File: src/design/mrfde_pkg.sv
// Shared types and constants of the MRF depth energy accumulator.
// Used by every module of the block; no dependencies of its own.
package mrfde_pkg;

  localparam int DEPTH_W    = 16;
  localparam int WEIGHT_W   = 16;
  localparam int SIZE_W     = 11;
  localparam int MAX_WIDTH  = 1024;
  localparam int MAX_HEIGHT = 1024;
  localparam int COL_W      = $clog2(MAX_WIDTH);
  localparam int ROW_W      = $clog2(MAX_HEIGHT);
  localparam int SQ_W       = 2 * DEPTH_W;
  localparam int PROD_W     = WEIGHT_W + SQ_W;
  localparam int TERM_W     = PROD_W - 8 + 1;
  localparam int ENERGY_W   = 63;
  localparam int Q_DEPTH    = 4;
  localparam int Q_PTR_W    = $clog2(Q_DEPTH);
  localparam int CFG_IDX_W  = 2;
  localparam int CFG_DATA_W = 16;

  localparam logic [ENERGY_W-1:0] ENERGY_MAX = '1;

  localparam logic [CFG_IDX_W-1:0] CFG_FRAME_WIDTH  = 2'd0;
  localparam logic [CFG_IDX_W-1:0] CFG_FRAME_HEIGHT = 2'd1;
  localparam logic [CFG_IDX_W-1:0] CFG_DATA_WEIGHT  = 2'd2;

  typedef struct packed {
    logic [DEPTH_W-1:0] estimate_depth;
    logic [DEPTH_W-1:0] observed_depth;
  } in_item_t;

  typedef struct packed {
    logic [ENERGY_W-1:0] energy;
    logic                saturated;
  } out_item_t;

  typedef struct packed {
    logic [DEPTH_W-1:0] est;
    logic [DEPTH_W-1:0] obs;
    logic [COL_W-1:0]   col;
    logic               has_left;
    logic               has_up;
    logic               has_ur;
    logic               frame_end;
  } q_entry_t;

  typedef struct packed {
    logic               vld;
    logic               is_data;
    logic [DEPTH_W-1:0] diff;
  } term_t;

  typedef struct packed {
    logic pipe_empty;
    logic out_free;
  } energy_status_t;

endpackage

File: src/design/mrfde_energy.sv
// Term datapath: square, weight or double, saturating frame sum and result register.
// Depends on mrfde_pkg; fed by mrfde_back.
module mrfde_energy (
  input  logic                            clk,
  input  logic                            rst_n,
  input  mrfde_pkg::term_t                term,
  input  logic                            emit,
  input  logic [mrfde_pkg::WEIGHT_W-1:0]  data_weight,
  output mrfde_pkg::energy_status_t       st,
  output logic                            out_valid,
  output mrfde_pkg::out_item_t            out_data,
  input  logic                            out_stall
);

  logic                              b_vld_r, b_data_r;
  logic [mrfde_pkg::SQ_W-1:0]        b_sq_r;
  logic                              c_vld_r;
  logic [mrfde_pkg::TERM_W-1:0]      c_term_r;
  logic [mrfde_pkg::PROD_W-1:0]      prod;
  logic [mrfde_pkg::ENERGY_W:0]      total;
  logic [mrfde_pkg::ENERGY_W-1:0]    sum_r, sum_nxt;
  logic                              sat_r, sat_nxt;
  logic                              out_valid_r, out_valid_nxt;
  mrfde_pkg::out_item_t              out_data_r;

  assign st.pipe_empty = !b_vld_r && !c_vld_r;
  assign st.out_free   = !out_valid_r || !out_stall;
  assign out_valid     = out_valid_r;
  assign out_data      = out_data_r;

  assign prod  = mrfde_pkg::PROD_W'(data_weight) * mrfde_pkg::PROD_W'(b_sq_r);
  assign total = (mrfde_pkg::ENERGY_W+1)'(sum_r) + (mrfde_pkg::ENERGY_W+1)'(c_term_r);

  always_comb begin
    sum_nxt       = sum_r;
    sat_nxt       = sat_r;
    out_valid_nxt = out_valid_r;
    if (out_valid_r && !out_stall) begin
      out_valid_nxt = 1'b0;
    end
    if (emit) begin
      sum_nxt       = '0;
      sat_nxt       = 1'b0;
      out_valid_nxt = 1'b1;
    end else if (c_vld_r) begin
      if (total[mrfde_pkg::ENERGY_W]) begin
        sum_nxt = mrfde_pkg::ENERGY_MAX;
        sat_nxt = 1'b1;
      end else begin
        sum_nxt = total[mrfde_pkg::ENERGY_W-1:0];
      end
    end
  end

  always_ff @(posedge clk) begin
    if (!rst_n) begin
      b_vld_r     <= 1'b0;
      c_vld_r     <= 1'b0;
      sum_r       <= '0;
      sat_r       <= 1'b0;
      out_valid_r <= 1'b0;
    end else begin
      b_vld_r     <= term.vld;
      c_vld_r     <= b_vld_r;
      sum_r       <= sum_nxt;
      sat_r       <= sat_nxt;
      out_valid_r <= out_valid_nxt;
    end
  end

  always_ff @(posedge clk) begin
    b_data_r <= term.is_data;
    b_sq_r   <= mrfde_pkg::SQ_W'(term.diff) * mrfde_pkg::SQ_W'(term.diff);
    if (b_data_r) begin
      c_term_r <= mrfde_pkg::TERM_W'(prod >> 8);
    end else begin
      c_term_r <= mrfde_pkg::TERM_W'({b_sq_r, 1'b0});
    end
    if (emit) begin
      out_data_r.energy    <= sum_r;
      out_data_r.saturated <= sat_r;
    end
  end

endmodule

File: config.mk
export PLATFORM = sky130hd
export DESIGN_NAME = mrfde_energy
export DESIGN_NICKNAME = d
export VERILOG_FILES = /design/src/design/mrfde_pkg.sv /design/src/design/mrfde_energy.sv
export SDC_FILE = /design/constraint.sdc
export NUM_CORES = 2
export LEC_CHECK = 0
export BUFFER_PORTS_ARGS = -buffer_cell sky130_fd_sc_hd__buf_2
export CAP_MARGIN = 20
export CORE_ASPECT_RATIO = 1.4
export CORE_MARGIN = 1
export CORE_UTILIZATION = 60
export DETAILED_ROUTE_END_ITERATION = 8
export GPL_TIMING_DRIVEN = 1
export PLACE_DENSITY = 0.83
export SYNTH_ARGS = -nofsm -noshare
export SYNTH_HDL_FRONTEND = slang
export SYNTH_SLANG_ARGS = --single-unit
File: constraint.sdc
create_clock -name clk -period 21.5 [get_ports clk]
set_input_delay 2.15 -clock clk [delete_from_list [all_inputs] [get_ports clk]]
set_output_delay 2.15 -clock clk [all_outputs]
set_load 0.005 [all_outputs]
==> flow_summary_export.csv <==
group,metric,value,unit
status,status,"finished clean",
setup_path,worstSetupPathType,"input pin to flip-flop",
detailed_routing,vias_per_cell,5.62,
global_route,grt.total_usage,27.1,%
global_route,grt_pass1_vias,24500,
clock_tree,cts_resized,0,
sta,slew_headroom,30.5,%
setup_path,critPathLaunchType,"input pin",
clock_tree,cts.path.max_buffers,3,
clock_tree,cts_sinks,203,
detailed_routing,top_layer_used,"met5",
floorplan,core-area,51100,um2
detailed_routing,dr.pass1.iters,7,
sta,slew_violations,0,
sta,finalCritPeriodShare,39.1,%
logic_synthesis,async_flop_share,0,%
sta,finalSetupViolCount,0,
placement,place_congestion,0.945,
detailed_routing,wl_per_cell,16.9,um
clock_tree,clock_latency,0.52,ns
floorplan,start_util,60.7,%
detailed_routing,num_vias,22600,
clock_tree,clkTransAtPathRegs,0.07,ns
detailed_routing,drt_iter0_markers,1254,
setup_path,arrival,8.79,ns
global_route,grt.overflow.total,0,
sta,fin_setup_tns,0,ns
detailed_routing,met2_length,35.1,mm
setup_path,critPathCaptureType,"flip-flop",
detailed_routing,final_antenna_net_count,0,
clock_tree,cts_setup_buffers,0,
clock_tree,cts_tree,"done",
logic_synthesis,synth_seq_cells,203,
detailed_routing,wl_met1,25.9,mm
sta,fin_crit,8.41,ns
placement,detailed_place_hpwl,54.1,mm
floorplan,io_pins,105,
min_path,worstHoldPathType,"flip-flop to flip-flop",
job,max_cap_viol_count,0,
finish,fillers,4034,
logic_synthesis,synth_edf_count,64,
global_route,grt_max_degree,81,
detailed_routing,wl_met3,4.84,mm
logic_synthesis,ys_seq_area_share,15.2,%
global_route,grt_antenna_before_repair,1,
finish,num-nets-final,4226,
clock_tree,cts_htree_levels,1,
logic_synthesis,synth_area,31000,um2
logic_synthesis,syn_inst,3359,
logic_synthesis,yosysUniqueCellTypes,74,
finish,area_growth,4.80,%
floorplan,fp-row-count,98,
floorplan,fp.dieH,271,um
sta,fin_skew,0.00965,ns
placement,place.port_buffers,104,
setup_path,cp.required,21.89,ns
clock_tree,clockRootBuffer,"clkbuf_16",
sta,fmax,0.119,GHz
finish,post-route-cell-area,32500,um2
detailed_routing,routed_wl,68.1,mm
sta,grt_setup_unrepaired,"no",
clock_tree,cts_hold_buf,0,
floorplan,die_x,194,um
logic_synthesis,avgSynthCellArea,9.24,um2
floorplan,dieArea,52700,um2
clock_tree,cts_buffers,19,
logic_synthesis,ys_dominant_reg_cell,"dfxtp_1",
sta,hold_violations,0,
finish,layout-drive-gt1-share,6.03,%
sta,worst_slew_pin_slew,1.04,ns
placement,placed_area,31900,um2
setup_path,crit_fanout,30,
global_route,grt_pass1_wl,117,mm
logic_synthesis,ys_warn_count,0,
detailed_routing,drc,0,
==> through the flow <==
step                utilization (%)  instances  setup slack [ns]  hold slack (ns)
floorplan                         -       3364             13.26            0.408
global placement               62.4       3985             12.83            0.417
detailed placement             62.4       3985             12.62            0.418
CTS                            63.6       4019             13.16            0.435
global route                   63.6       4019             12.84            0.444
finish                         63.6       4022             13.09            0.434
==> cells in the final DEF, fill, tap and decap left out, types with 18 or more instances in the layout <==
cell type and count:
dfxtp_1 138, mux2_2 28, nor3_1 19, edfxtp_1 64, a31oi_1 37, ha_1 258
clkbuf_16 20, fa_1 574, o21ai_0 79, and3_1 21, nor2_1 73, a21o_1 62
xnor2_1 70, inv_1 712, a21oi_1 132, o21a_1 18, buf_2 104, nand2_1 441
and2_1 245, xor2_1 41, nand3_1 25
==> kinds of logic (layout without fill, tap and decap cells) <==
| kind of cell | after synthesis | after routing | share of synthesized area (%) |
|---|---|---|---|
| mux | 32 | 32 | 1.14 |
| fa+ha+maj | 832 | 832 | 47.4 |
| buf+inv | 850 | 855 | 10.3 |
| other cells | 2 | 10 | 0.0242 |
| simple gates | 912 | 912 | 14.3 |
| flops | 203 | 203 | 15.2 |
| compound gates | 417 | 417 | 8.50 |
| xor+xnor | 111 | 111 | 3.13 |
==> critical path, cell delays in order <==
cell and delay, ns:
buf_2 0.58, nand2_1 0.17, fa_1 0.60, inv_1 0.07, fa_1 0.53, inv_1 0.05
fa_1 0.51, inv_1 0.06, fa_1 0.49, fa_1 0.49, inv_1 0.05, fa_1 0.47
inv_1 0.04, ha_1 0.34, a21o_1 0.19, a21oi_1 0.42, and3_1 0.23, nand3_1 0.17
nand3_1 0.18, nand2_1 0.20, a211o_1 0.33, a31o_2 0.24, xnor2_1 0.13, nor2_1 0.05
==> worst paths after layout <==
path / from / to / slack (ns) / cells after the start
worst max-delay path: data_weight[1] / c_term_r[39] / 13.09 / 24
worst min register to register: sat_r / out_data[0] / 0.43 / 0
worst min-delay path: sat_r / out_data[0] / 0.43 / 0
worst max register to register: b_sq_r[23] / c_term_r[39] / 14.43 / 23
==> cells in the mapped netlist (15+ instances only) <==
library cell | number | area (um2)
xor2_1 | 41 | 359
nand3_1 | 25 | 125
inv_1 | 712 | 2670
o21bai_1 | 17 | 128
fa_1 | 574 | 11500
a21o_1 | 62 | 465
ha_1 | 258 | 3230
and3_1 | 21 | 131
o21ai_0 | 79 | 395
nand2_1 | 441 | 1660
clkbuf_1 | 133 | 499
nor2_1 | 73 | 274
nand4_1 | 15 | 93.8
a31oi_1 | 37 | 231
dfxtp_1 | 139 | 2780
edfxtp_1 | 64 | 1920
a21oi_1 | 132 | 661
nor3_1 | 19 | 95.1
and2_1 | 245 | 1530
xnor2_1 | 70 | 613
o21a_1 | 18 | 135
nor2b_1 | 16 | 100
mux2_2 | 28 | 315
==> registers in the layout (all words and copies together) (netlist names) <==
| register | cells |
|---|---|
| b_vld_r | 1 |
| sat_r | 1 |
| c_vld_r | 1 |
| out_data | 64 |
| b_sq_r | 31 |
| c_term_r | 40 |
| out_valid | 1 |
| b_data_r | 1 |
| sum_r | 63 |
==> routing by layer <==
metal,up-vias,global-route usage [%]
li1,10300,-
met5,-,0
met4,2,9.25
met2,876,50.2
met1,11200,31.9
met3,208,4.04
==> layout make-up <==
type	instances	area [um2]	share of cell area (%)
diodes	3	7.51	0.0231
well taps	650	813	2.50
clock inverters	11	86.3	0.265
flip-flops and latches	203	4710	14.5
clock buffers	23	533	1.64
multi-input cells	2311	23200	71.2
repair buffers	109	558	1.72
inverters	712	2670	8.21
Power is not shown: default switching activity piles up to over one toggle a cycle in this logic, so the estimate is an artifact.
