`config.mk`:
```
export PLATFORM = sky130hd
export DESIGN_NAME = mrfde_queue
export DESIGN_NICKNAME = d
export VERILOG_FILES = /design/src/design/mrfde_pkg.sv /design/src/design/mrfde_queue.sv
export SDC_FILE = /design/constraint.sdc
export NUM_CORES = 1
export LEC_CHECK = 0
export BUFFER_PORTS_ARGS = -buffer_cell sky130_fd_sc_hd__buf_2
export CORE_ASPECT_RATIO = 2
export CORE_MARGIN = 2
export CORE_UTILIZATION = 51
export CTS_CLUSTER_DIAMETER = 100
export DETAILED_ROUTE_END_ITERATION = 12
export PLACE_DENSITY = 0.75
export SETUP_SLACK_MARGIN = 0.4
export SLEW_MARGIN = 25
export SYNTH_ARGS = -nofsm -noshare
export SYNTH_HDL_FRONTEND = slang
export SYNTH_SLANG_ARGS = --single-unit
export TNS_END_PERCENT = 1
```
`constraint.sdc`:
```
create_clock -name clk -period 2.4 [get_ports clk]
set_clock_uncertainty 0.2 [all_clocks]
set_input_delay 0 -clock clk [delete_from_list [all_inputs] [get_ports clk]]
set_output_delay 0 -clock clk [all_outputs]
set_load 0.005 [all_outputs]
```
`src/design/mrfde_pkg.sv`:
```
// Shared types and constants of the MRF depth energy accumulator.
// Used by every module of the block; no dependencies of its own.
package mrfde_pkg;

  localparam int DEPTH_W    = 16;
  localparam int WEIGHT_W   = 16;
  localparam int SIZE_W     = 11;
  localparam int MAX_WIDTH  = 1024;
  localparam int MAX_HEIGHT = 1024;
  localparam int COL_W      = $clog2(MAX_WIDTH);
  localparam int ROW_W      = $clog2(MAX_HEIGHT);
  localparam int SQ_W       = 2 * DEPTH_W;
  localparam int PROD_W     = WEIGHT_W + SQ_W;
  localparam int TERM_W     = PROD_W - 8 + 1;
  localparam int ENERGY_W   = 63;
  localparam int Q_DEPTH    = 4;
  localparam int Q_PTR_W    = $clog2(Q_DEPTH);
  localparam int CFG_IDX_W  = 2;
  localparam int CFG_DATA_W = 16;

  localparam logic [ENERGY_W-1:0] ENERGY_MAX = '1;

  localparam logic [CFG_IDX_W-1:0] CFG_FRAME_WIDTH  = 2'd0;
  localparam logic [CFG_IDX_W-1:0] CFG_FRAME_HEIGHT = 2'd1;
  localparam logic [CFG_IDX_W-1:0] CFG_DATA_WEIGHT  = 2'd2;

  typedef struct packed {
    logic [DEPTH_W-1:0] estimate_depth;
    logic [DEPTH_W-1:0] observed_depth;
  } in_item_t;

  typedef struct packed {
    logic [ENERGY_W-1:0] energy;
    logic                saturated;
  } out_item_t;

  typedef struct packed {
    logic [DEPTH_W-1:0] est;
    logic [DEPTH_W-1:0] obs;
    logic [COL_W-1:0]   col;
    logic               has_left;
    logic               has_up;
    logic               has_ur;
    logic               frame_end;
  } q_entry_t;

  typedef struct packed {
    logic               vld;
    logic               is_data;
    logic [DEPTH_W-1:0] diff;
  } term_t;

  typedef struct packed {
    logic pipe_empty;
    logic out_free;
  } energy_status_t;

endpackage

```
`src/design/mrfde_queue.sv`:
```
// Short FIFO of classified pixels between the front and the back.
// Depends on mrfde_pkg for the entry type and depth.
module mrfde_queue (
  input  logic                clk,
  input  logic                rst_n,
  input  logic                push,
  input  mrfde_pkg::q_entry_t push_data,
  input  logic                pop,
  output mrfde_pkg::q_entry_t pop_data,
  output logic                full,
  output logic                empty
);

  mrfde_pkg::q_entry_t entries_r [mrfde_pkg::Q_DEPTH];
  logic [mrfde_pkg::Q_PTR_W-1:0] wr_ptr_r, wr_ptr_nxt;
  logic [mrfde_pkg::Q_PTR_W-1:0] rd_ptr_r, rd_ptr_nxt;
  logic [mrfde_pkg::Q_PTR_W:0]   cnt_r, cnt_nxt;

  assign full     = (cnt_r == (mrfde_pkg::Q_PTR_W+1)'(mrfde_pkg::Q_DEPTH));
  assign empty    = (cnt_r == '0);
  assign pop_data = entries_r[rd_ptr_r];

  always_comb begin
    wr_ptr_nxt = wr_ptr_r;
    rd_ptr_nxt = rd_ptr_r;
    cnt_nxt    = cnt_r;
    if (push) begin
      wr_ptr_nxt = wr_ptr_r + 1'b1;
    end
    if (pop) begin
      rd_ptr_nxt = rd_ptr_r + 1'b1;
    end
    if (push && !pop) begin
      cnt_nxt = cnt_r + 1'b1;
    end else if (pop && !push) begin
      cnt_nxt = cnt_r - 1'b1;
    end
  end

  always_ff @(posedge clk) begin
    if (!rst_n) begin
      wr_ptr_r <= '0;
      rd_ptr_r <= '0;
      cnt_r    <= '0;
    end else begin
      wr_ptr_r <= wr_ptr_nxt;
      rd_ptr_r <= rd_ptr_nxt;
      cnt_r    <= cnt_nxt;
    end
  end

  always_ff @(posedge clk) begin
    if (push) begin
      entries_r[wr_ptr_r] <= push_data;
    end
  end

endmodule

```
==> results <==
- The most used standard cell by instance count after synthesis is edfxtp_1.
- The total nets after synthesis is approximately 340.
- In this run the standard cell core region covers 0.01381 mm^2.
- The total power divided by cell area is between 800 and 900 mW/mm^2.
- Of the post-synthesis cell area, the dominant cell type holds 0.7732.
- The shortest period the worst path allows is roughly 2.0 ns.
- The first global-routing pass estimated between 15000 and 20000 um of wire.
- The clock tree from TritonCTS is done.
- In this run, synthesis inferred approximately 180 flip-flops with an integrated enable.
- The share of the Yosys chip area taken by registers is 0.7985.
- The max-slew violation total from the final report came to 0.
- The critical register-to-register path startpoint is wr_ptr_r[0].
- The starting utilization of the core area is 0.5173.
- The async set-or-reset flop fraction in the synthesized netlist is 0.
- STA classifies the critical path endpoint as an output pin.
- The worst min-delay path category is in -> reg.
- The worst hold path begins at push_data[29].
- The number of antenna diodes in the final layout is 0.
- The die footprint is roughly 0.015 mm^2.
- Counting the fill cells in the layout gives 914.
- The end-of-flow core utilization is 0.6527.
- The synthesized design contains 193 register bits.
- The post-route total power is between 7 and 8 mW.
- The number of nets in the finished design is roughly 500.
- The floorplan has a little over 60 rows.
- Routability-driven placement finished with a final weighted congestion of between 0.7 and 0.8.
- The cell area that synthesis handed to floorplanning was 0.007146 mm^2.
- Using the TritonRoute via totals, the vias-per-cell ratio works out to roughly 5.2.
- The final period utilization is 0.8378.
- Of all nets on the critical path, the largest fanout is 12.
- The category of the critical setup timing path is reg -> out.
- The final worst-path setup slack is between 0.3 and 0.4 ns.
- The pin count of the biggest net entering global routing is 25.
- IR analysis of the VDD net gives a maximum drop of roughly 0.73 mV.
- The number of routed nets with antenna violations is 0.
- The tree built by TritonCTS fans out to between 150 and 200 sinks.
- The number of global-route vias before repair is 3620.
- The worst register-to-register path has a setup slack of 0.59 ns.
- In the final timing run, aggregate negative setup slack is 0 ns.
- The number of unique standard cell types used by synthesis is 22.
- For the worst-skew pair, the clock arrives at the later sink with an insertion delay of between 0.4 and 0.5 ns.
- The height of the chip is between 150 and 200 um.
- The share of layout cells above drive strength 1 is 0.4013.
- The endpoint identified for the worst register-to-register timing path is entries_r[3][7].
- The H-tree depth is 4.
- Counting every instance in the synthesized netlist gives roughly 280.
- Sorting the synthesized cells by how often they occur yields edfxtp_1 (184), mux4_2 (40), and2_1 (9), dfxtp_1 (9), mux4_1 (6).
- The routed length per instance is between 20 and 25 um.
- For this block, the initial DRC count from the detailed router was ~200.
- Setup repair after global routing could not meet its margin everywhere.
- The worst path arrival time is between 1.5 and 2 ns.
- In the routed design, unresolved DRC markers number 0.
- The average cell area after synthesis is roughly 25 um^2.
- STA classifies the critical path startpoint as a flop.
- The tightest hold path in the finished design has a slack of about 0.12 ns.
- The chip width is between 80 and 90 um.
- Setup violations remaining at the end of the flow were counted as 0.
- The Yosys warning count is 0.
- The number of buffers inserted by port buffering is a little under 100.
- The cell leakage power is between 3 and 4 nW.
- Detailed routing inserted a total of 3416 vias.
- The worst-case setup slack after placement is 0.5758 ns.
- The initial antenna violation count is 0.
- The count of cells along the worst hold path is 2.
- For this run, the top clock speed supported by timing is ~500 MHz.
- The total grt overflow is 0.
- The transition time of the tightest slew-check pin is ~0.47 ns.
- The clock transition at the registers of the reported paths is 0.07 ns.
- The total CTS buffers is 17.
- In the synthesized netlist the dominant register cell turns out to be edfxtp_1.
- Before antenna repair, the detailed router went through 4 iterations.
- The tool flagged a number of max-cap violations equal to 0.
- 98 I/O pins were placed.
- The leading area contributor after synthesis is edfxtp_1.
- In the global route stage, overall resource usage came out at 0.1881.
- Clock tree synthesis selected as its root buffer the cell clkbuf_16.
- Compared with the post-synthesis result, the final layout area differs by 26.20%.
- The data required time at the worst endpoint is 2.20 ns.
- The worst pin sits at a relative slew slack of 0.6844.
- By area the synthesized netlist is led by edfxtp_1 (77%), mux4_2 (13%), dfxtp_1 (2.5%), mux4_1 (2.2%), buf_12 (1.1%).
- For this block, the routed nets add up to about 13000 um of wire.
- The run finished with clean final reports.
- The total count of hold-check failures in the final report is 0.
- The estimated wirelength of the detail-placed design is around 8200 um.
- The worst hold path terminates at entries_r[1][29].
- The count of cells along the worst register-to-register path is 3.
- The clock passes through at most 2 buffers.
==> cell usage in the layout (no fill, tap or decap) <==
cell type,netlist,final
xor2_1,3,3
mux4_2,40,40
dlygate4sd3_1,0,49
nor3_1,1,1
dfxtp_1,9,7
dfxtp_2,0,1
clkinv_1,0,3
buf_2,4,97
clkbuf_16,0,17
nor3b_1,1,1
inv_8,0,3
a21boi_0,1,1
buf_4,0,7
bufbuf_16,0,1
buf_6,1,1
fa_1,1,1
edfxtp_1,184,184
mux2i_1,2,2
inv_6,0,5
dfxtp_4,0,1
and2_1,9,5
or3_1,1,1
o21ai_0,1,1
clkinv_4,0,4
nor2b_1,2,2
and2_2,0,4
mux4_1,6,6
nand2_1,1,1
inv_1,4,4
xnor2_1,2,2
buf_12,4,6
ha_1,5,5
==> how the worst max path moves through the flow <==
| stage | startpoint | end | slack, ns |
|---|---|---|---|
| final | flop | pop_data[18] | 0.39 |
| after global routing | flop | pop_data[34] | 0.31 |
| after CTS | flop | pop_data[18] | 0.34 |
| after detailed placement | wr_ptr_r[0] | entries_r[3][7] | 0.58 |
| after global placement | flop | pop_data[45] | 0.62 |
| after floorplan | wr_ptr_r[0] | entries_r[0][0] | 0.15 |
==> registers in the layout, indices dropped and copies added (netlist names), named ones only <==
signal / flops
cnt_r: 3
rd_ptr_r: 2
wr_ptr_r: 2
entries_r: 184
==> power breakdown <==
group | switching [mW] | total [mW] | internal [mW] | leakage (nW)
Clock | 1.25 | 2.61 | 1.36 | 0.271
Sequential | 0.0527 | 3.91 | 3.86 | 1.77
Combinational | 0.356 | 0.779 | 0.422 | 1.10
Total | 1.66 | 7.30 | 5.64 | 3.14
==> worst max-delay path, stage by stage, from the launching register on <==
cell,delay (ns)
dfxtp_4,0.41
bufbuf_16,0.32
mux4_2,0.49
buf_2,0.15
==> through the flow <==
stage	cell area (um^2)	cells
2_1_floorplan	7147	283
3_3_place_gp	7926	571
3_5_place_dp	7926	571
4_1_cts	9017	655
5_1_grt	9017	655
6_report	9017	655
==> cell type report <==
| class | count | area [um^2] | share of cell area |
|---|---|---|---|
| inverters | 4 | 15.01 | 0.001665 |
| clock buffers | 17 | 425.4 | 0.04718 |
| flip-flops and latches | 193 | 5710 | 0.6333 |
| clock inverters | 15 | 123.9 | 0.01374 |
| multi-input cells | 76 | 1314 | 0.1457 |
| well taps | 189 | 236.5 | 0.02622 |
| repair buffers | 161 | 1192 | 0.1322 |
==> logic make-up (layout without fill, tap and decap cells) <==
kind of cell / Yosys count / after routing / share of synthesized area
flip-flops: 193 / 193 / 0.7985
multiplexers: 48 / 48 / 0.1509
AND/OR/NAND/NOR: 15 / 15 / 0.01278
buffers and inverters: 14 / 197 / 0.01838
adder cells (fa/ha/maj): 6 / 6 / 0.01156
XOR/XNOR: 5 / 5 / 0.006130
AO/OA/AOI/OAI: 2 / 2 / 0.001751
==> timing repair <==
action / in CTS / in global routing
resized for setup: 1 / 0
setup endpoints to repair: 33 / 32
setup buffers: 2 / 0
endpoints found under the hold margin: 193 / 0
hold buffers: 49 / 0
gates cloned: 1 / 0
==> layer usage <==
layer | track usage | part of all wire | routed length [um] | vias to the layer above
li1 | - | - | - | 1539
met1 | 0.2104 | 0.37 | 4948 | 1765
met2 | 0.3310 | 0.57 | 7511 | 92
met3 | 0.05230 | 0.036 | 482 | 20
met4 | 0.07893 | 0.025 | 330 | 0
met5 | 0 | 0 | 0 | -
Note: power is estimated with default switching activity, not from simulation.
