--- src/design/mrfde_pkg.sv ---
// Shared types and constants of the MRF depth energy accumulator.
// Used by every module of the block; no dependencies of its own.
package mrfde_pkg;

  localparam int DEPTH_W    = 16;
  localparam int WEIGHT_W   = 16;
  localparam int SIZE_W     = 11;
  localparam int MAX_WIDTH  = 1024;
  localparam int MAX_HEIGHT = 1024;
  localparam int COL_W      = $clog2(MAX_WIDTH);
  localparam int ROW_W      = $clog2(MAX_HEIGHT);
  localparam int SQ_W       = 2 * DEPTH_W;
  localparam int PROD_W     = WEIGHT_W + SQ_W;
  localparam int TERM_W     = PROD_W - 8 + 1;
  localparam int ENERGY_W   = 63;
  localparam int Q_DEPTH    = 4;
  localparam int Q_PTR_W    = $clog2(Q_DEPTH);
  localparam int CFG_IDX_W  = 2;
  localparam int CFG_DATA_W = 16;

  localparam logic [ENERGY_W-1:0] ENERGY_MAX = '1;

  localparam logic [CFG_IDX_W-1:0] CFG_FRAME_WIDTH  = 2'd0;
  localparam logic [CFG_IDX_W-1:0] CFG_FRAME_HEIGHT = 2'd1;
  localparam logic [CFG_IDX_W-1:0] CFG_DATA_WEIGHT  = 2'd2;

  typedef struct packed {
    logic [DEPTH_W-1:0] estimate_depth;
    logic [DEPTH_W-1:0] observed_depth;
  } in_item_t;

  typedef struct packed {
    logic [ENERGY_W-1:0] energy;
    logic                saturated;
  } out_item_t;

  typedef struct packed {
    logic [DEPTH_W-1:0] est;
    logic [DEPTH_W-1:0] obs;
    logic [COL_W-1:0]   col;
    logic               has_left;
    logic               has_up;
    logic               has_ur;
    logic               frame_end;
  } q_entry_t;

  typedef struct packed {
    logic               vld;
    logic               is_data;
    logic [DEPTH_W-1:0] diff;
  } term_t;

  typedef struct packed {
    logic pipe_empty;
    logic out_free;
  } energy_status_t;

endpackage

--- src/design/mrfde_front.sv ---
// Input side: raster position counters and neighbor classification of each pixel.
// Depends on mrfde_pkg; feeds mrfde_queue.
module mrfde_front (
  input  logic                                clk,
  input  logic                                rst_n,
  input  logic                                in_valid,
  input  mrfde_pkg::in_item_t                 in_data,
  output logic                                in_stall,
  input  logic [mrfde_pkg::SIZE_W-1:0]        frame_width,
  input  logic [mrfde_pkg::SIZE_W-1:0]        frame_height,
  input  logic                                q_full,
  output logic                                push,
  output mrfde_pkg::q_entry_t                 entry
);

  logic [mrfde_pkg::COL_W-1:0]  col_r, col_nxt;
  logic [mrfde_pkg::ROW_W-1:0]  row_r, row_nxt;
  logic [mrfde_pkg::SIZE_W-1:0] w_eff, h_eff, col_inc, row_inc;
  logic                         last_col, last_row;

  assign in_stall = q_full;
  assign push     = in_valid && !q_full;

  always_comb begin
    if (frame_width == '0) begin
      w_eff = mrfde_pkg::SIZE_W'(1);
    end else if (frame_width > mrfde_pkg::SIZE_W'(mrfde_pkg::MAX_WIDTH)) begin
      w_eff = mrfde_pkg::SIZE_W'(mrfde_pkg::MAX_WIDTH);
    end else begin
      w_eff = frame_width;
    end
    if (frame_height == '0) begin
      h_eff = mrfde_pkg::SIZE_W'(1);
    end else if (frame_height > mrfde_pkg::SIZE_W'(mrfde_pkg::MAX_HEIGHT)) begin
      h_eff = mrfde_pkg::SIZE_W'(mrfde_pkg::MAX_HEIGHT);
    end else begin
      h_eff = frame_height;
    end
  end

  assign col_inc  = mrfde_pkg::SIZE_W'(col_r) + 1'b1;
  assign row_inc  = mrfde_pkg::SIZE_W'(row_r) + 1'b1;
  assign last_col = (col_inc >= w_eff);
  assign last_row = (row_inc >= h_eff);

  always_comb begin
    entry.est       = in_data.estimate_depth;
    entry.obs       = in_data.observed_depth;
    entry.col       = col_r;
    entry.has_left  = (col_r != '0);
    entry.has_up    = (row_r != '0);
    entry.has_ur    = (row_r != '0) && (col_inc < w_eff)
                      && (col_inc < mrfde_pkg::SIZE_W'(mrfde_pkg::MAX_WIDTH));
    entry.frame_end = last_col && last_row;
  end

  always_comb begin
    col_nxt = col_r;
    row_nxt = row_r;
    if (push) begin
      if (last_col) begin
        col_nxt = '0;
        row_nxt = last_row ? '0 : row_r + 1'b1;
      end else begin
        col_nxt = col_r + 1'b1;
      end
    end
  end

  always_ff @(posedge clk) begin
    if (!rst_n) begin
      col_r <= '0;
      row_r <= '0;
    end else begin
      col_r <= col_nxt;
      row_r <= row_nxt;
    end
  end

endmodule

--- config.mk ---
export PLATFORM = sky130hd
export DESIGN_NAME = mrfde_front
export DESIGN_NICKNAME = d
export VERILOG_FILES = /design/src/design/mrfde_pkg.sv /design/src/design/mrfde_front.sv
export SDC_FILE = /design/constraint.sdc
export NUM_CORES = 1
export LEC_CHECK = 0
export BUFFER_PORTS_ARGS = -buffer_cell sky130_fd_sc_hd__clkbuf_2
export CAP_MARGIN = 20
export CORE_MARGIN = 2
export CORE_UTILIZATION = 40
export DETAILED_ROUTE_END_ITERATION = 7
export GPL_TIMING_DRIVEN = 1
export PLACE_DENSITY = 0.72
export SYNTH_ARGS = -nofsm -noshare
export SYNTH_HDL_FRONTEND = slang
export SYNTH_SLANG_ARGS = --single-unit
export TNS_END_PERCENT = 30
--- constraint.sdc ---
create_clock -name clk -period 5.77 [get_ports clk]
set_input_delay 0.577 -clock clk [delete_from_list [all_inputs] [get_ports clk]]
set_output_delay 0.577 -clock clk [all_outputs]
set_load 0.1 [all_outputs]
==> impl_metrics.xml <==
<?xml version="1.0" encoding="UTF-8"?>
<metrics>
  <group name="grt">
    <metric name="gr-total-overflow" unit="">0</metric>
    <metric name="vias_in_the_first_global_route" unit="">1533</metric>
    <metric name="grt_start_max_net_pins" unit="">12</metric>
    <metric name="grt_antenna_before_repair" unit="">0</metric>
    <metric name="grt_first_pass_wirelength" unit="µm">6880</metric>
    <metric name="grt_use_total" unit="">0.155</metric>
  </group>
  <group name="synth">
    <metric name="avgSynthCellArea" unit="µm²">7.98</metric>
    <metric name="synth.most_common_cell" unit="">sky130_fd_sc_hd__nand2_1</metric>
    <metric name="syn-num-nets" unit="">338</metric>
    <metric name="synth.cells.most_frequent" unit="">36 x sky130_fd_sc_hd__nand2_1, 33 x sky130_fd_sc_hd__buf_4, 26 x sky130_fd_sc_hd__ha_1</metric>
    <metric name="sequential_share_of_the_synthesized_area" unit="">0.198</metric>
    <metric name="synth.largest_area_cell" unit="">sky130_fd_sc_hd__dfxtp_1</metric>
    <metric name="post_synth_inst_count" unit="">254</metric>
    <metric name="netlist.area_leader.share" unit="">0.198</metric>
    <metric name="synthTopCellsByArea" unit="">sky130_fd_sc_hd__dfxtp_1 20%, sky130_fd_sc_hd__ha_1 16%, sky130_fd_sc_hd__buf_4 12%</metric>
    <metric name="number_of_synthesized_flops_with_an_enable_pin" unit="">0</metric>
    <metric name="postSynth.topFlopCell" unit="">sky130_fd_sc_hd__dfxtp_1</metric>
    <metric name="synth-warning-count" unit="">0</metric>
    <metric name="synthArstFlopShare" unit="">0</metric>
    <metric name="synth.ff_latch_count" unit="">20</metric>
    <metric name="library_cells_used_by_synthesis" unit="">36</metric>
    <metric name="synth_area" unit="µm²">2030</metric>
  </group>
  <group name="clocking">
    <metric name="cts_resized" unit="">0</metric>
    <metric name="total_clock_buffers_created_by_cts" unit="">3</metric>
    <metric name="clock-sinks" unit="">20</metric>
    <metric name="cts_max_path_buffers" unit="">2</metric>
    <metric name="clock_insertion_delay_worst_skew" unit="ns">0.26</metric>
    <metric name="cts.repair_timing.setup_buffer_count" unit="">0</metric>
    <metric name="cts.root.buffer_cell" unit="">sky130_fd_sc_hd__clkbuf_8</metric>
    <metric name="clk_pin_slew_worst_paths" unit="ns">0.07</metric>
    <metric name="cts_max_level" unit="">1</metric>
    <metric name="cts_tree" unit="">done</metric>
    <metric name="post_cts_hold_buffer_count" unit="">0</metric>
  </group>
  <group name="power">
    <metric name="irDropWorstVdd" unit="mV">0.0859</metric>
    <metric name="pwr_density_cell" unit="nW/µm²">159</metric>
    <metric name="final_total_pwr" unit="mW">0.335</metric>
    <metric name="static-leakage-power" unit="nW">1.02</metric>
  </group>
  <group name="run">
    <metric name="cap_viol_max_count" unit="">0</metric>
  </group>
  <group name="timing">
    <metric name="finalHoldViolCount" unit="">0</metric>
    <metric name="fin_crit_sh" unit="">0.696</metric>
    <metric name="maxClockFrequency" unit="MHz">249</metric>
    <metric name="fin_worst_skew" unit="ns">0.00258</metric>
    <metric name="fin_crit" unit="ns">4.02</metric>
    <metric name="grt_setup_unrepaired" unit="">no</metric>
    <metric name="tightestPinTransition" unit="ns">0.546</metric>
    <metric name="report.final.setup_viol" unit="">0</metric>
    <metric name="maxSlewViolCount" unit="">0</metric>
    <metric name="max_transition_margin" unit="">0.638</metric>
    <metric name="fin_tns_setup" unit="ns">0</metric>
  </group>
  <group name="route">
    <metric name="antenna_left" unit="">0</metric>
    <metric name="firstDrtPassIters" unit="">4</metric>
    <metric name="number_of_remaining_drc_errors" unit="">0</metric>
    <metric name="drtIter0Drc" unit="">56</metric>
    <metric name="vias" unit="">1666</metric>
    <metric name="post_drt_wl_per_cell" unit="µm">12.8</metric>
    <metric name="via_per_inst" unit="">5.06</metric>
    <metric name="drt_wl_total" unit="µm">4220</metric>
  </group>
  <group name="worst_setup_path">
    <metric name="worst-setup-path-type" unit="">flip-flop to output port</metric>
    <metric name="critical_path.endpoint_type" unit="">output port</metric>
    <metric name="crit_path_max_fanout" unit="">6</metric>
    <metric name="cp_data_arrival_time" unit="ns">3.44</metric>
    <metric name="critical_path.startpoint_type" unit="">flip-flop</metric>
    <metric name="required" unit="ns">5.19</metric>
  </group>
  <group name="place">
    <metric name="gpl.final_weighted_congestion" unit="">0.838</metric>
    <metric name="place.port_buffers" unit="">41</metric>
    <metric name="place.detailed.hpwl" unit="µm">3420</metric>
    <metric name="place_area" unit="µm²">2050</metric>
  </group>
  <group name="hold_path">
    <metric name="worstHoldPathType" unit="">flip-flop to flip-flop</metric>
  </group>
  <group name="layout">
    <metric name="ff_latch_area" unit="µm²">400</metric>
    <metric name="synthToLayoutAreaGrowth" unit="%">3.64</metric>
    <metric name="final_layout_size_suffix_gt1_frac" unit="">0.198</metric>
    <metric name="multiInputGateArea" unit="µm²">1320</metric>
    <metric name="post_route_cell_area" unit="µm²">2100</metric>
    <metric name="n_antenna_cell" unit="">0</metric>
    <metric name="fin_nets" unit="">347</metric>
    <metric name="fillerInstances" unit="">524</metric>
    <metric name="utilization" unit="">0.436</metric>
  </group>
  <group name="floorplan">
    <metric name="fp.coreArea" unit="µm²">4820</metric>
    <metric name="floorplan.die_area" unit="µm²">5650</metric>
    <metric name="design.portCount" unit="">106</metric>
    <metric name="die-width" unit="µm">75.2</metric>
    <metric name="die_h" unit="µm">75.2</metric>
    <metric name="std_cell_rows" unit="">25</metric>
    <metric name="initial_cell_density_of_the_core" unit="">0.421</metric>
  </group>
  <group name="run_status">
    <metric name="run_status" unit="">finished, final reports clean</metric>
  </group>
</metrics>
[layout by cell type (no fill, tap or decap), types with 2 or more instances in the layout]
master                      netlist  final
sky130_fd_sc_hd__nor2_1          23     23
sky130_fd_sc_hd__a2bb2oi_1        3      3
sky130_fd_sc_hd__a21oi_1          7      7
sky130_fd_sc_hd__nor3_1           4      4
sky130_fd_sc_hd__clkbuf_8         0      4
sky130_fd_sc_hd__nand3_1          8      8
sky130_fd_sc_hd__nor4_1           6      6
sky130_fd_sc_hd__and3_1           8      8
sky130_fd_sc_hd__ha_1            26     26
sky130_fd_sc_hd__clkbuf_2         0     41
sky130_fd_sc_hd__and4_1           2      2
sky130_fd_sc_hd__inv_1            9      9
sky130_fd_sc_hd__o21ai_2          2      2
sky130_fd_sc_hd__xnor2_1         12     12
sky130_fd_sc_hd__nand2b_1         3      3
sky130_fd_sc_hd__xor2_1          11     11
sky130_fd_sc_hd__a31oi_1          3      3
sky130_fd_sc_hd__nand4b_1         2      2
sky130_fd_sc_hd__dfxtp_1         20     20
sky130_fd_sc_hd__o31ai_1          2      2
sky130_fd_sc_hd__clkinv_1         2      2
sky130_fd_sc_hd__a22o_1           6      6
sky130_fd_sc_hd__nand4_1          4      4
sky130_fd_sc_hd__a21o_1           4      4
sky130_fd_sc_hd__o21ai_0          5      5
sky130_fd_sc_hd__nand2_1         36     36
[worst max-delay path, cell delays in order, from the launching register on]
cell and delay [ns]:
sky130_fd_sc_hd__dfxtp_1 0.47, sky130_fd_sc_hd__ha_1 0.26, sky130_fd_sc_hd__nand3_1 0.15, sky130_fd_sc_hd__nor2_1 0.24, sky130_fd_sc_hd__and3_1 0.26, sky130_fd_sc_hd__xor2_1 0.08, sky130_fd_sc_hd__ha_1 0.30, sky130_fd_sc_hd__nand4_1 0.12
sky130_fd_sc_hd__nor3_2 0.24, sky130_fd_sc_hd__nand4_1 0.20, sky130_fd_sc_hd__and3_1 0.27, sky130_fd_sc_hd__nor2_1 0.12, sky130_fd_sc_hd__clkbuf_2 0.47
[metal layers]
layer,up-vias,track usage,routed length [µm]
met5,-,0,0
met3,6,0.0201,258
met2,55,0.242,1790
met1,733,0.221,2120
met4,0,0.0546,53
li1,872,-,-
[area by class of cell]
class                           count  area share
Clock buffer                        4      0.0262
Inverter                           11      0.0197
Multi-Input combinational cell    186       0.626
Sequential cell                    20       0.191
Tap cell                           67      0.0399
Timing Repair Buffer               41      0.0977
[report_power, final]
part           switching [mW]  internal [mW]
Clock                  0.0468         0.0607
Sequential            0.00252          0.140
Combinational          0.0606         0.0247
[sequential cells by signal (all words and copies together), names as in the netlist]
register	flops
row_r	10
col_r	10
[kinds of logic after synthesis]
family / share of synthesized area
and+or+nand+nor: 0.238
AOI/OAI and AO/OA: 0.146
DFF: 0.198
buffers and inverters: 0.154
adders and majority gates: 0.160
muxes: 0.00494
xor gates and xnor gates: 0.0994
[metrics by stage]
stage	worst slack, ns	hold slack [ns]	cells
2_1_floorplan	0.799	0.477	254
3_3_place_gp	2.01	0.506	325
3_5_place_dp	2.00	0.503	325
4_1_cts	1.72	0.515	329
5_1_grt	1.44	0.557	329
6_report	1.75	0.514	329
[worst paths after layout]
kind | startpoint | to | slack [ns] | depth (start not counted)
worst min-delay path | col_r[1] | col_r[1] | 0.51 | 2
worst max register to register | col_r[0] | row_r[0] | 2.51 | 12
worst max-delay path | col_r[0] | entry[0] | 1.75 | 12
worst min register to register | col_r[1] | col_r[1] | 0.51 | 2
No activity file was read; power rests on OpenSTA's default activity.
